## src/mfrd_pkg.sv

```systemverilog
// Shared types and constants for the monochrome framebuffer rectangle engine.
// No dependencies; mfrd_ctrl, mfrd_datapath and the top level use it.
package mfrd_pkg;

    localparam int PIX_PER_BYTE = 8;
    localparam int BIT_SEL_W    = 3;   // row bits inside one byte

    typedef enum logic [1:0] {
        MODE_FILL_RECT = 2'd0,
        MODE_OUTLINE   = 2'd1,
        MODE_FILL_ALL  = 2'd2,
        MODE_READ      = 2'd3
    } mode_t;

    typedef struct packed {
        mode_t       mode;
        logic [8:0]  start_x;
        logic [7:0]  start_y;
        logic [8:0]  rect_width;
        logic [7:0]  rect_height;
        logic        ink;
        logic [7:0]  fill_byte;
        logic [12:0] read_index;
    } in_item_t;

    typedef struct packed {
        logic [7:0] read_data;
        logic       read_valid;
    } out_item_t;

    // controller -> datapath
    typedef struct packed {
        logic load;
        logic rect_rd;
        logic rect_wr;
        logic sweep_wr;
        logic index_rd;
        logic out_load;
    } dp_cmd_t;

    // datapath -> controller
    typedef struct packed {
        mode_t in_mode;
        logic  empty;
        logic  walk_last;
        logic  sweep_last;
    } dp_status_t;

endpackage

```

## src/mfrd_ctrl.sv

```systemverilog
// Command sequencer for the framebuffer engine: clear sweep, rectangle walk,
// store fill, byte read and result hand-off. Depends on mfrd_pkg.
module mfrd_ctrl
(
    input  logic                 clk,
    input  logic                 rst_n,
    input  logic                 in_valid,
    output logic                 in_ready,
    output logic                 out_valid,
    input  logic                 out_ready,
    input  mfrd_pkg::dp_status_t sts,
    output mfrd_pkg::dp_cmd_t    ctl
);

    typedef enum logic [7:0] {
        S_CLEAR = 8'b0000_0001,
        S_IDLE  = 8'b0000_0010,
        S_SETUP = 8'b0000_0100,
        S_RD    = 8'b0000_1000,
        S_WR    = 8'b0001_0000,
        S_FILL  = 8'b0010_0000,
        S_RDB   = 8'b0100_0000,
        S_DONE  = 8'b1000_0000
    } state_t;

    state_t state_reg;
    state_t state_next;
    logic   out_valid_reg;
    logic   out_valid_next;

    always_comb
    begin
        ctl        = '0;
        state_next = state_reg;
        unique case (state_reg)
            S_CLEAR:
            begin
                ctl.sweep_wr = 1'b1;
                if (sts.sweep_last)
                begin
                    state_next = S_IDLE;
                end
            end
            S_IDLE:
            begin
                if (in_valid)
                begin
                    ctl.load = 1'b1;
                    unique case (sts.in_mode) inside
                        mfrd_pkg::MODE_FILL_RECT, mfrd_pkg::MODE_OUTLINE:
                            state_next = S_SETUP;
                        mfrd_pkg::MODE_FILL_ALL:
                            state_next = S_FILL;
                        default:
                            state_next = S_RDB;
                    endcase
                end
            end
            S_SETUP:
            begin
                state_next = sts.empty ? S_DONE : S_RD;
            end
            S_RD:
            begin
                ctl.rect_rd = 1'b1;
                state_next  = S_WR;
            end
            S_WR:
            begin
                ctl.rect_wr = 1'b1;
                state_next  = sts.walk_last ? S_DONE : S_RD;
            end
            S_FILL:
            begin
                ctl.sweep_wr = 1'b1;
                if (sts.sweep_last)
                begin
                    state_next = S_DONE;
                end
            end
            S_RDB:
            begin
                ctl.index_rd = 1'b1;
                state_next   = S_DONE;
            end
            S_DONE:
            begin
                if (!out_valid_reg || out_ready)
                begin
                    ctl.out_load = 1'b1;
                    state_next   = S_IDLE;
                end
            end
            default:
            begin
                state_next = S_IDLE;
            end
        endcase
    end

    always_comb
    begin
        if (ctl.out_load)
        begin
            out_valid_next = 1'b1;
        end
        else if (out_ready)
        begin
            out_valid_next = 1'b0;
        end
        else
        begin
            out_valid_next = out_valid_reg;
        end
    end

    always_ff @(posedge clk or negedge rst_n)
    begin
        if (!rst_n)
        begin
            state_reg     <= S_CLEAR;
            out_valid_reg <= 1'b0;
        end
        else
        begin
            state_reg     <= state_next;
            out_valid_reg <= out_valid_next;
        end
    end

    assign in_ready  = (state_reg == S_IDLE);
    assign out_valid = out_valid_reg;

    a_busy_after_cmd: assert property (@(posedge clk) disable iff (!rst_n)
        (in_valid && in_ready) |=> !in_ready)
        else $error("engine still ready after a command transfer");

    a_single_port: assert property (@(posedge clk) disable iff (!rst_n)
        $onehot0({ctl.rect_rd, ctl.rect_wr, ctl.sweep_wr, ctl.index_rd}))
        else $error("two store accesses in one cycle");

    a_one_result: assert property (@(posedge clk) disable iff (!rst_n)
        ctl.out_load |=> (!ctl.out_load && out_valid_reg))
        else $error("result load not followed by a held result");

endmodule

```

## config.mk

```make
export PLATFORM = sky130hd
export DESIGN_NAME = mfrd_ctrl
export DESIGN_NICKNAME = d
export VERILOG_FILES = /design/src/mfrd_pkg.sv /design/src/mfrd_ctrl.sv
export SDC_FILE = /design/constraint.sdc
export NUM_CORES = 1
export LEC_CHECK = 0
export BUFFER_PORTS_ARGS = -buffer_cell sky130_fd_sc_hd__buf_2
export CAP_MARGIN = 20
export CELL_PAD_IN_SITES_DETAIL_PLACEMENT = 1
export CELL_PAD_IN_SITES_GLOBAL_PLACEMENT = 2
export CORE_MARGIN = 1
export CORE_UTILIZATION = 26
export DETAILED_ROUTE_END_ITERATION = 10
export PLACE_DENSITY = 0.7
export SETUP_SLACK_MARGIN = 0.3
export SLEW_MARGIN = 15
export SYNTH_ARGS = -nofsm -noshare
export SYNTH_HDL_FRONTEND = slang
export SYNTH_SLANG_ARGS = --single-unit
```

## constraint.sdc

```tcl
create_clock -name clk -period 1.6 [get_ports clk]
set_input_delay 0.4 -clock clk [delete_from_list [all_inputs] [get_ports clk]]
set_output_delay 0.4 -clock clk [all_outputs]
set_load 0.01 [all_outputs]
```

==> flow_metrics.tcl, run 1 <==
set metrics [dict create \
    startpoint_type "register" \
    ys_seq_elements 9 \
    crit_required_ns 1.20 \
    grt_overflow 0 \
    dp_hpwl_um 1550 \
    p_leak_nw 0.532 \
    start_util 0.278 \
    cts_tree "yes" \
    largest_reg_flops 8 \
    critPathCaptureType "output pin" \
    h-tree-depth 1 \
    core-area_um2 2210 \
    cp_cell_sequence "or4_4 > nand2b_4 > nor2b_4 > buf_6" \
    fmax_mhz 503 \
    root_buffer "clkbuf_4" \
    drtIter0Drc 3 \
    synth_edf_count 0 \
    nets 127 \
    ys_types 31 \
    antenna_cells 0 \
    synth_top_area_frac 0.325 \
    syn_inst 69 \
    crit_path_max_fanout 3 \
    synth.area.top_cells "dfrtp_1 33%, nor2b_1 6.1%, nor2_1 4.9%" \
    synth_commonest_cells "8 x dfrtp_1, 8 x nor2_1, 6 x inv_1, 6 x nor2b_1, 5 x o21ai_0" \
    worst_ep_arrival_time_ns 1.59 \
    pre_cts_ws_ns -0.128 \
    crit_type "reg2out" \
    fin_skew_ns 0.00154 \
    core.rowCount 17 \
    io_buffers 16 \
    via_per_inst 4.73 \
    postRouteAntennaNets 0 \
    outcome "complete, but fails checks" \
    violations "setup timing" \
    final_layout_size_suffix_gt1_frac 0.607 \
    path_clk_slew_ns 0.07 \
    multi_input_area_um2 420 \
    gp_congestion 0.758 \
    fillers 251 \
    finalHoldViolations 0 \
    utilization 0.497 \
    worst_pin_slew_ns 0.300 \
    setup_violations 13 \
    cpPeakStageDelay_ns 0.53 \
    synthesis.area_um2 616 \
    period_needed_ns 1.99 \
    synthArstFlopShare 1.00 \
    seqCellArea_um2 229 \
    relSlewSlack 0.800 \
    synth_area_per_cell_um2 8.92 \
    clock_sinks 9 \
    wire_per_inst_um 15.5 \
    numCtsBuffers 3 \
    drt-pass1-iter-count 3 \
    cp_slowest_cell "or4_4" \
    vdd_ir_drop_max_mv 0.935 \
    synth_warnings 0 \
    grt_pass1_vias 765 \
    yosysSeqAreaShare 0.368 \
    drt-total-wl_um 2250 \
    cts_buffer_depth 2 \
    die_x_um 50.7 \
    via_count 686 \
    fin_ws_ns -0.389 \
    grt_use_total 0.194 \
    cap_violations 0 \
    hp-class "in2reg" \
    synthFlopType "dfrtp_1" \
    post-route-period-util 1.24 \
    antenna_found_initial 0 \
    power_density_nw_per_um2 2020 \
    grt_max_degree 10 \
    drv_slew 0 \
    syn-num-nets 78 \
    area_growth_pct 78.5 \
    die_area_um2 2570 \
    yosysTopAreaCell "dfrtp_1" \
    rsz0062_at_grt "true" \
    insertion_delay_ns 0.26 \
    remaining_drc_errors 0 \
    die-height_um 50.7 \
    io_pins 17 \
    grt_pass1_wl_um 3560 \
]
-- cells in the final DEF, fill, tap and decap left out, types with 3 or more instances in the layout --
| cell type | Yosys | routed |
|---|---|---|
| dfrtp_1 | 8 | 6 |
| buf_4 | 2 | 24 |
| clkbuf_4 | 0 | 3 |
| inv_1 | 6 | 5 |
| nor2_1 | 8 | 5 |
| buf_6 | 1 | 8 |
| nor2b_1 | 6 | 5 |
| buf_2 | 0 | 13 |
| o21ai_0 | 5 | 5 |
-- final cells by class --
class / count / area share
timing repair buffer: 47 / 0.333
tap: 28 / 0.0319
sequential: 9 / 0.208
clock buffer: 4 / 0.0239
inverter: 6 / 0.0205
multi-input combinational: 51 / 0.383
-- critical path: cells and delay by family (launching register included) --
family | cells | cell delay (ns)
simple gates | 3 | 0.84
flops | 1 | 0.39
buf+inv | 1 | 0.11
-- repair_timing --
item                       in CTS  in global routing
hold buffers                    1                  0
pin swaps                       5                  3
setup buffers                   5                  4
setup endpoints to repair      14                 16
resized for setup              13                  8
hold endpoints to repair        8                  0
-- where the power goes --
part	total, mW	internal, mW	leakage [nW]	switching (mW)
Clock	0.186	0.0964	0.0150	0.0895
Sequential	0.399	0.298	0.114	0.102
Combinational	1.63	0.916	0.402	0.716
Total	2.22	1.31	0.532	0.907
-- metal layers --
layer  up-vias  track usage  share of wire
met5         -            0              0
li1        340            -              -
met1       338        0.225           0.43
met3         0       0.0364          0.016
met2         8        0.349           0.56
met4         0       0.0741              0
-- kinds of logic after synthesis --
logic type,share of synthesized area
buf+inv,0.0793
mux,0.0183
xor+xnor,0.0142
flops,0.368
simple gates,0.380
compound gates,0.140
-- final timing paths --
path	from	to	slack, ns	cells after the start
hold reg to reg	out_valid$_DFFE_PN0P_	out_valid$_DFFE_PN0P_	0.55	2
max in group asynchronous	rst_n	state_reg[0]$_DFFE_PN1P_	0.83	2
setup / recovery	state_reg[0]$_DFFE_PN1P_	ctl[3]	-0.39	4
setup reg to reg	state_reg[5]$_DFFE_PN0P_	state_reg[5]$_DFFE_PN0P_	-0.14	6
min in group asynchronous	rst_n	state_reg[4]$_DFFE_PN0P_	0.52	2
hold / removal	sts[4]	state_reg[2]$_DFFE_PN0P_	0.31	2
-- per-stage QoR --
stage,cells,instance area (um2),hold WS (ns),power (mW),TNS (ns)
after floorplan,69,652,0.104,1.07,-0.0877
after global placement,131,907,0.270,1.63,-0.307
after detailed placement,131,907,0.271,1.66,-0.386
after CTS,141,1040,0.306,2.05,-2.54
after global routing,145,1100,0.310,2.35,-3.41
final,145,1100,0.313,2.22,-2.54
Note: power is estimated with default switching activity, not from simulation.
==> run 2, diff against run 1 <==
--- a/config.mk
+++ b/config.mk
@@ -9,6 +9,7 @@
 export CAP_MARGIN = 20
 export CELL_PAD_IN_SITES_DETAIL_PLACEMENT = 1
 export CELL_PAD_IN_SITES_GLOBAL_PLACEMENT = 2
+export CORE_ASPECT_RATIO = 1.25
 export CORE_MARGIN = 1
 export CORE_UTILIZATION = 26
 export DETAILED_ROUTE_END_ITERATION = 10
==> run 2 against run 1 <==
Compared with the run above:
- the flow still finishes with violations (setup timing)
- global-route usage increased by 1.5 points
- via count grew 11%
- combinational power is 33% higher
- cell count is 9.7% higher
- critical endpoint unchanged
==> flow_metrics.tcl, run 2 (synthesized netlist as in run 1, its figures left out) <==
set metrics [dict create \
    postRouteAntennaNets 0 \
    drtIter0Drc 12 \
    layout_common_cells "31 x buf_4, 13 x buf_2, 13 x buf_6" \
    drt-total-wl_um 2450 \
    core.rowCount 19 \
    io_pins 17 \
    placed_area_um2 913 \
    critPathCaptureType "output pin" \
    cts_tree "yes" \
    utilization 0.562 \
    area_growth_pct 102 \
    hold-path-cell-count 2 \
    fin_skew_ns 0.00777 \
    rsz0062_at_grt "true" \
    fillers 269 \
    antenna_cells 0 \
    p_leak_nw 0.597 \
    largest_reg_flops 8 \
    drv_slew 0 \
    h-tree-depth 1 \
    grt_overflow 0 \
    reg2reg_depth 6 \
    regToRegSetupSlack_ns -0.21 \
    die_area_um2 2570 \
    insertion_delay_ns 0.27 \
    post-route-period-util 1.26 \
    hp-class "in2reg" \
    finalNonFillerCells 159 \
    outcome "complete, but fails checks" \
    startpoint_type "register" \
    fmax_mhz 497 \
    grt_use_total 0.209 \
    clock_sinks 9 \
    fin_ws_ns -0.411 \
    gp_congestion 0.759 \
    final_layout_size_suffix_gt1_frac 0.648 \
    remaining_drc_errors 0 \
    dp_hpwl_um 1480 \
    min_to "state_reg[2]$_DFFE_PN0P_" \
    finalHoldViolations 0 \
    period_needed_ns 2.01 \
    via_per_inst 4.80 \
    io_buffers 16 \
    violations "setup timing" \
    via_count 763 \
    vdd_ir_drop_max_mv 1.16 \
    antenna_found_initial 0 \
    numCtsBuffers 3 \
    cts_buffer_depth 2 \
    grt_max_degree 10 \
    relSlewSlack 0.779 \
    core-area_um2 2210 \
    worst_ep_arrival_time_ns 1.61 \
    drt-pass1-iter-count 4 \
    die-height_um 56.4 \
    crit_path_max_fanout 2 \
    setup_violations 13 \
    wire_per_inst_um 15.4 \
    grt_pass1_wl_um 3870 \
    grt_pass1_vias 848 \
    hp-start "sts[4]" \
    crit_type "reg2out" \
    die_x_um 45.5 \
    worst_hold_slack_ns 0.323 \
    stdcell_area_um2 1240 \
    final_common_cell "buf_4" \
    nets 138 \
    cap_violations 0 \
    worst_pin_slew_ns 0.331 \
    power_density_nw_per_um2 2200 \
    dp.cells 136 \
    start_util 0.278 \
    crit_required_ns 1.20 \
    finalPower_mw 2.73 \
    path_clk_slew_ns 0.07 \
    root_buffer "clkbuf_4" \
    r2r_end "state_reg[7]$_DFFE_PN0P_" \
    regToRegStartpoint "state_reg[7]$_DFFE_PN0P_" \
]
run 2: layer usage:
metal | routed length [um] | GRT usage
met4 | 81 | 0.117
met5 | 0 | 0
met2 | 1370 | 0.353
met3 | 35 | 0.00965
met1 | 963 | 0.253
run 2: worst max path at each step:
stage / start / end / cells after the start
2_1_floorplan: state_reg[7]$_DFFE_PN0P_ / ctl[3] / 3
3_3_place_gp: state_reg[0]$_DFFE_PN1P_ / ctl[3] / 4
3_5_place_dp: state_reg[0]$_DFFE_PN1P_ / ctl[3] / 4
4_1_cts: state_reg[0]$_DFFE_PN1P_ / ctl[3] / 4
5_1_grt: state_reg[0]$_DFFE_PN1P_ / ctl[3] / 4
6_report: state_reg[7]$_DFFE_PN0P_ / ctl[3] / 4
run 2: stage by stage:
| step | setup TNS [ns] | worst slack [ns] |
|---|---|---|
| 2_1_floorplan | -0.0877 | -0.0491 |
| 6_report | -3.01 | -0.411 |
| 5_1_grt | -3.85 | -0.438 |
| 4_1_cts | -2.61 | -0.391 |
| 3_5_place_dp | -0.515 | -0.127 |
| 3_3_place_gp | -0.432 | -0.105 |
run 2: cell type report:
type / count / area [um2] / share of cell area
timing repair buffer: 58 / 454 / 0.366
multi-input combinational: 51 / 470 / 0.379
clock buffer: 4 / 26.3 / 0.0211
tap: 31 / 38.8 / 0.0312
sequential: 9 / 228 / 0.183
inverter: 6 / 25.0 / 0.0201
run 2: critical path: stages (launching register included):
cell	delay (ns)
dfrtp_1	0.40
or4_4	0.52
nand2b_4	0.18
nor2b_4	0.13
buf_6	0.11
run 2: report_power, final:
group          internal [mW]  switching, mW  leakage [nW]
sequential             0.296         0.0754         0.116
clock                 0.0967         0.0952        0.0150
combinational           1.26          0.910         0.466
total                   1.65           1.08         0.597
run 2: timing repair:
| item | 4_1_cts | 5_1_grt |
|---|---|---|
| pin swaps | 8 | 7 |
| hold buffers | 1 | 0 |
| endpoints found under the hold margin | 8 | 0 |
| buffers inserted | 9 | 9 |
| setup endpoints to repair | 14 | 15 |
| resized for setup | 18 | 15 |
==> run 3, diff against run 2 <==
--- a/config.mk
+++ b/config.mk
@@ -11,9 +11,10 @@
 export CELL_PAD_IN_SITES_GLOBAL_PLACEMENT = 2
 export CORE_ASPECT_RATIO = 1.25
 export CORE_MARGIN = 1
-export CORE_UTILIZATION = 26
+export CORE_UTILIZATION = 29
 export DETAILED_ROUTE_END_ITERATION = 10
-export PLACE_DENSITY = 0.7
+export MAX_ROUTING_LAYER = met4
+export PLACE_DENSITY = 0.74
 export SETUP_SLACK_MARGIN = 0.3
 export SLEW_MARGIN = 15
 export SYNTH_ARGS = -nofsm -noshare
==> constraint.sdc (replaced) <==
create_clock -name clk -period 2 [get_ports clk]
set_input_delay 0.5 -clock clk [delete_from_list [all_inputs] [get_ports clk]]
set_output_delay 0.5 -clock clk [all_outputs]
set_load 0.01 [all_outputs]
==> run 3 against run 2 <==
Compared with the run above:
- the run still ends with setup timing left
- critical endpoint unchanged
- first-iteration DRC count shrank 33%
- sequential share of layout area up 7.6 points
- hold slack worse by 0.23 ns
- clock skew fell by 0.0055 ns
- global-route usage fell by 2.9 points
- total power down 49%
- final area down 29%
- count of clock-buffer cells in the layout stayed put
- worst setup slack better by 0.34 ns
- combinational power fell by 58%
==> flow_metrics.tcl, run 3 (synthesized netlist as in run 1, its figures left out) <==
set metrics [dict create \
    startpoint_type "register" \
    nets 110 \
    netSwitchingFraction 0.436 \
    start_util 0.311 \
    grt_use_total 0.180 \
    die-height_um 53.5 \
    clockPowerShare 0.096 \
    worst_pin_slew_ns 0.399 \
    die_x_um 43.2 \
    h-tree-depth 1 \
    worst_ep_arrival_time_ns 1.57 \
    antenna_cells 0 \
    power_density_nw_per_um2 1560 \
    crit_required_ns 1.50 \
    io_pins 17 \
    fin_skew_ns 0.00224 \
    finalPower_mw 1.38 \
    root_buffer "clkbuf_4" \
    largest_reg_flops 8 \
    dp.cells 107 \
    grt_overflow 0 \
    cts_buffer_depth 2 \
    internal-power_uw 780 \
    grt_util_met3 0.0102 \
    layout_common_cells "14 x buf_2, 13 x buf_4, 8 x nor2_1" \
    setup_violations 3 \
    p_leak_nw 0.433 \
    power_switching_uw 602 \
    postRouteAntennaNets 0 \
    fmax_mhz 483 \
    critPathCaptureType "output pin" \
    final_layout_size_suffix_gt1_frac 0.470 \
    relSlewSlack 0.731 \
    rsz0062_at_grt "true" \
    die_area_um2 2310 \
    p_seq_frac 0.237 \
    via_per_inst 5.36 \
    area_growth_pct 43.7 \
    met1_usage 0.212 \
    path_delay_family "simple AND/OR/NAND/NOR gates" \
    drt-total-wl_um 1830 \
    drt-pass1-iter-count 4 \
    fillers 251 \
    drtIter0Drc 8 \
    numCtsBuffers 3 \
    cp_cell_sequence "or4_4 > nand2b_4 > nor2b_4 > buf_6" \
    dp_hpwl_um 1380 \
    cts_tree "yes" \
    vdd_ir_drop_max_mv 0.559 \
    clock_sinks 9 \
    grt_pass1_vias 641 \
    grt.busiest_layer "met2" \
    grt_pass1_wl_um 2940 \
    insertion_delay_ns 0.25 \
    cpPeakStageDelay_ns 0.53 \
    finalHoldViolations 0 \
    path_clk_slew_ns 0.06 \
    violations "setup timing" \
    wire_per_inst_um 15.3 \
    finalNonFillerCells 120 \
    combPwrFrac 0.666 \
    core.rowCount 18 \
    met2_usage 0.326 \
    antenna_found_initial 0 \
    cap_violations 0 \
    gp_congestion 0.794 \
    fin_ws_ns -0.0724 \
    crit_path_max_fanout 4 \
    crit_type "reg2out" \
    grt_max_degree 10 \
    remaining_drc_errors 0 \
    drv_slew 0 \
    crit_buf_inv 1 \
    hp-class "in2async" \
    hold_buffers 0 \
    outcome "complete, but fails checks" \
    io_buffers 16 \
    core-area_um2 1980 \
    period_needed_ns 2.07 \
    final_common_cell "buf_2" \
    via_count 643 \
    post-route-period-util 1.04 \
    cp_slowest_cell "or4_4" \
]
[run 3: final cells by class]
cell class	count	area (um2)	area share
flip-flops and latches	9	229	0.259
inverters	6	22.5	0.0255
multi-input cells	51	380	0.430
clock buffers	4	26.3	0.0297
well taps	20	25.0	0.0283
repair buffers	30	201	0.228
[run 3: metal layers]
metal / part of all wire / up-vias
met2: 0.57 / 15
met4: 0.0076 / 0
met1: 0.40 / 319
met3: 0.021 / 2
li1: - / 307
met5: 0 / -
[run 3: per-stage QoR]
stage	cell area, um2	hold WS [ns]	setup WS, ns	setup TNS (ns)	util
2_1_floorplan	628	0.204	0.250	0	-
3_3_place_gp	744	0.361	0.169	0	0.376
3_5_place_dp	744	0.366	0.141	0	0.376
4_1_cts	861	0.0827	-0.0946	-0.330	0.434
5_1_grt	885	0.0970	-0.128	-0.702	0.446
6_report	885	0.0951	-0.0724	-0.166	0.446
[run 3: repair_timing]
| item | in CTS | in global routing |
|---|---|---|
| cloned | 0 | 0 |
| setup buffers | 8 | 1 |
| pin swaps | 3 | 3 |
| resized for setup | 8 | 4 |
| endpoints found under the setup margin | 8 | 12 |
| endpoints found under the hold margin | 0 | 0 |
[run 3: final timing paths]
check                                          from                  endpoint  slack, ns  cells past startpoint
hold reg to reg               out_valid$_DFFE_PN0P_     out_valid$_DFFE_PN0P_       0.55                      2
setup / recovery           state_reg[0]$_DFFE_PN1P_                    ctl[3]      -0.07                      4
setup reg to reg           state_reg[3]$_DFFE_PN0P_  state_reg[5]$_DFFE_PN0P_       0.26                      5
max in group asynchronous                     rst_n  state_reg[0]$_DFFE_PN1P_       1.65                      1
min in group clk                             sts[4]  state_reg[2]$_DFFE_PN0P_       0.44                      2
hold / removal                                rst_n  state_reg[1]$_DFFE_PN0P_        0.1                      1
[run 3: power by group through the flow]
stage,combinational (mW),clock (mW),sequential [mW]
4_1_cts,0.891,0.144,0.324
3_3_place_gp,0.712,0,0.323
6_report,0.921,0.133,0.328
3_5_place_dp,0.715,0,0.328
2_1_floorplan,0.519,0,0.291
5_1_grt,1.00,0.149,0.337
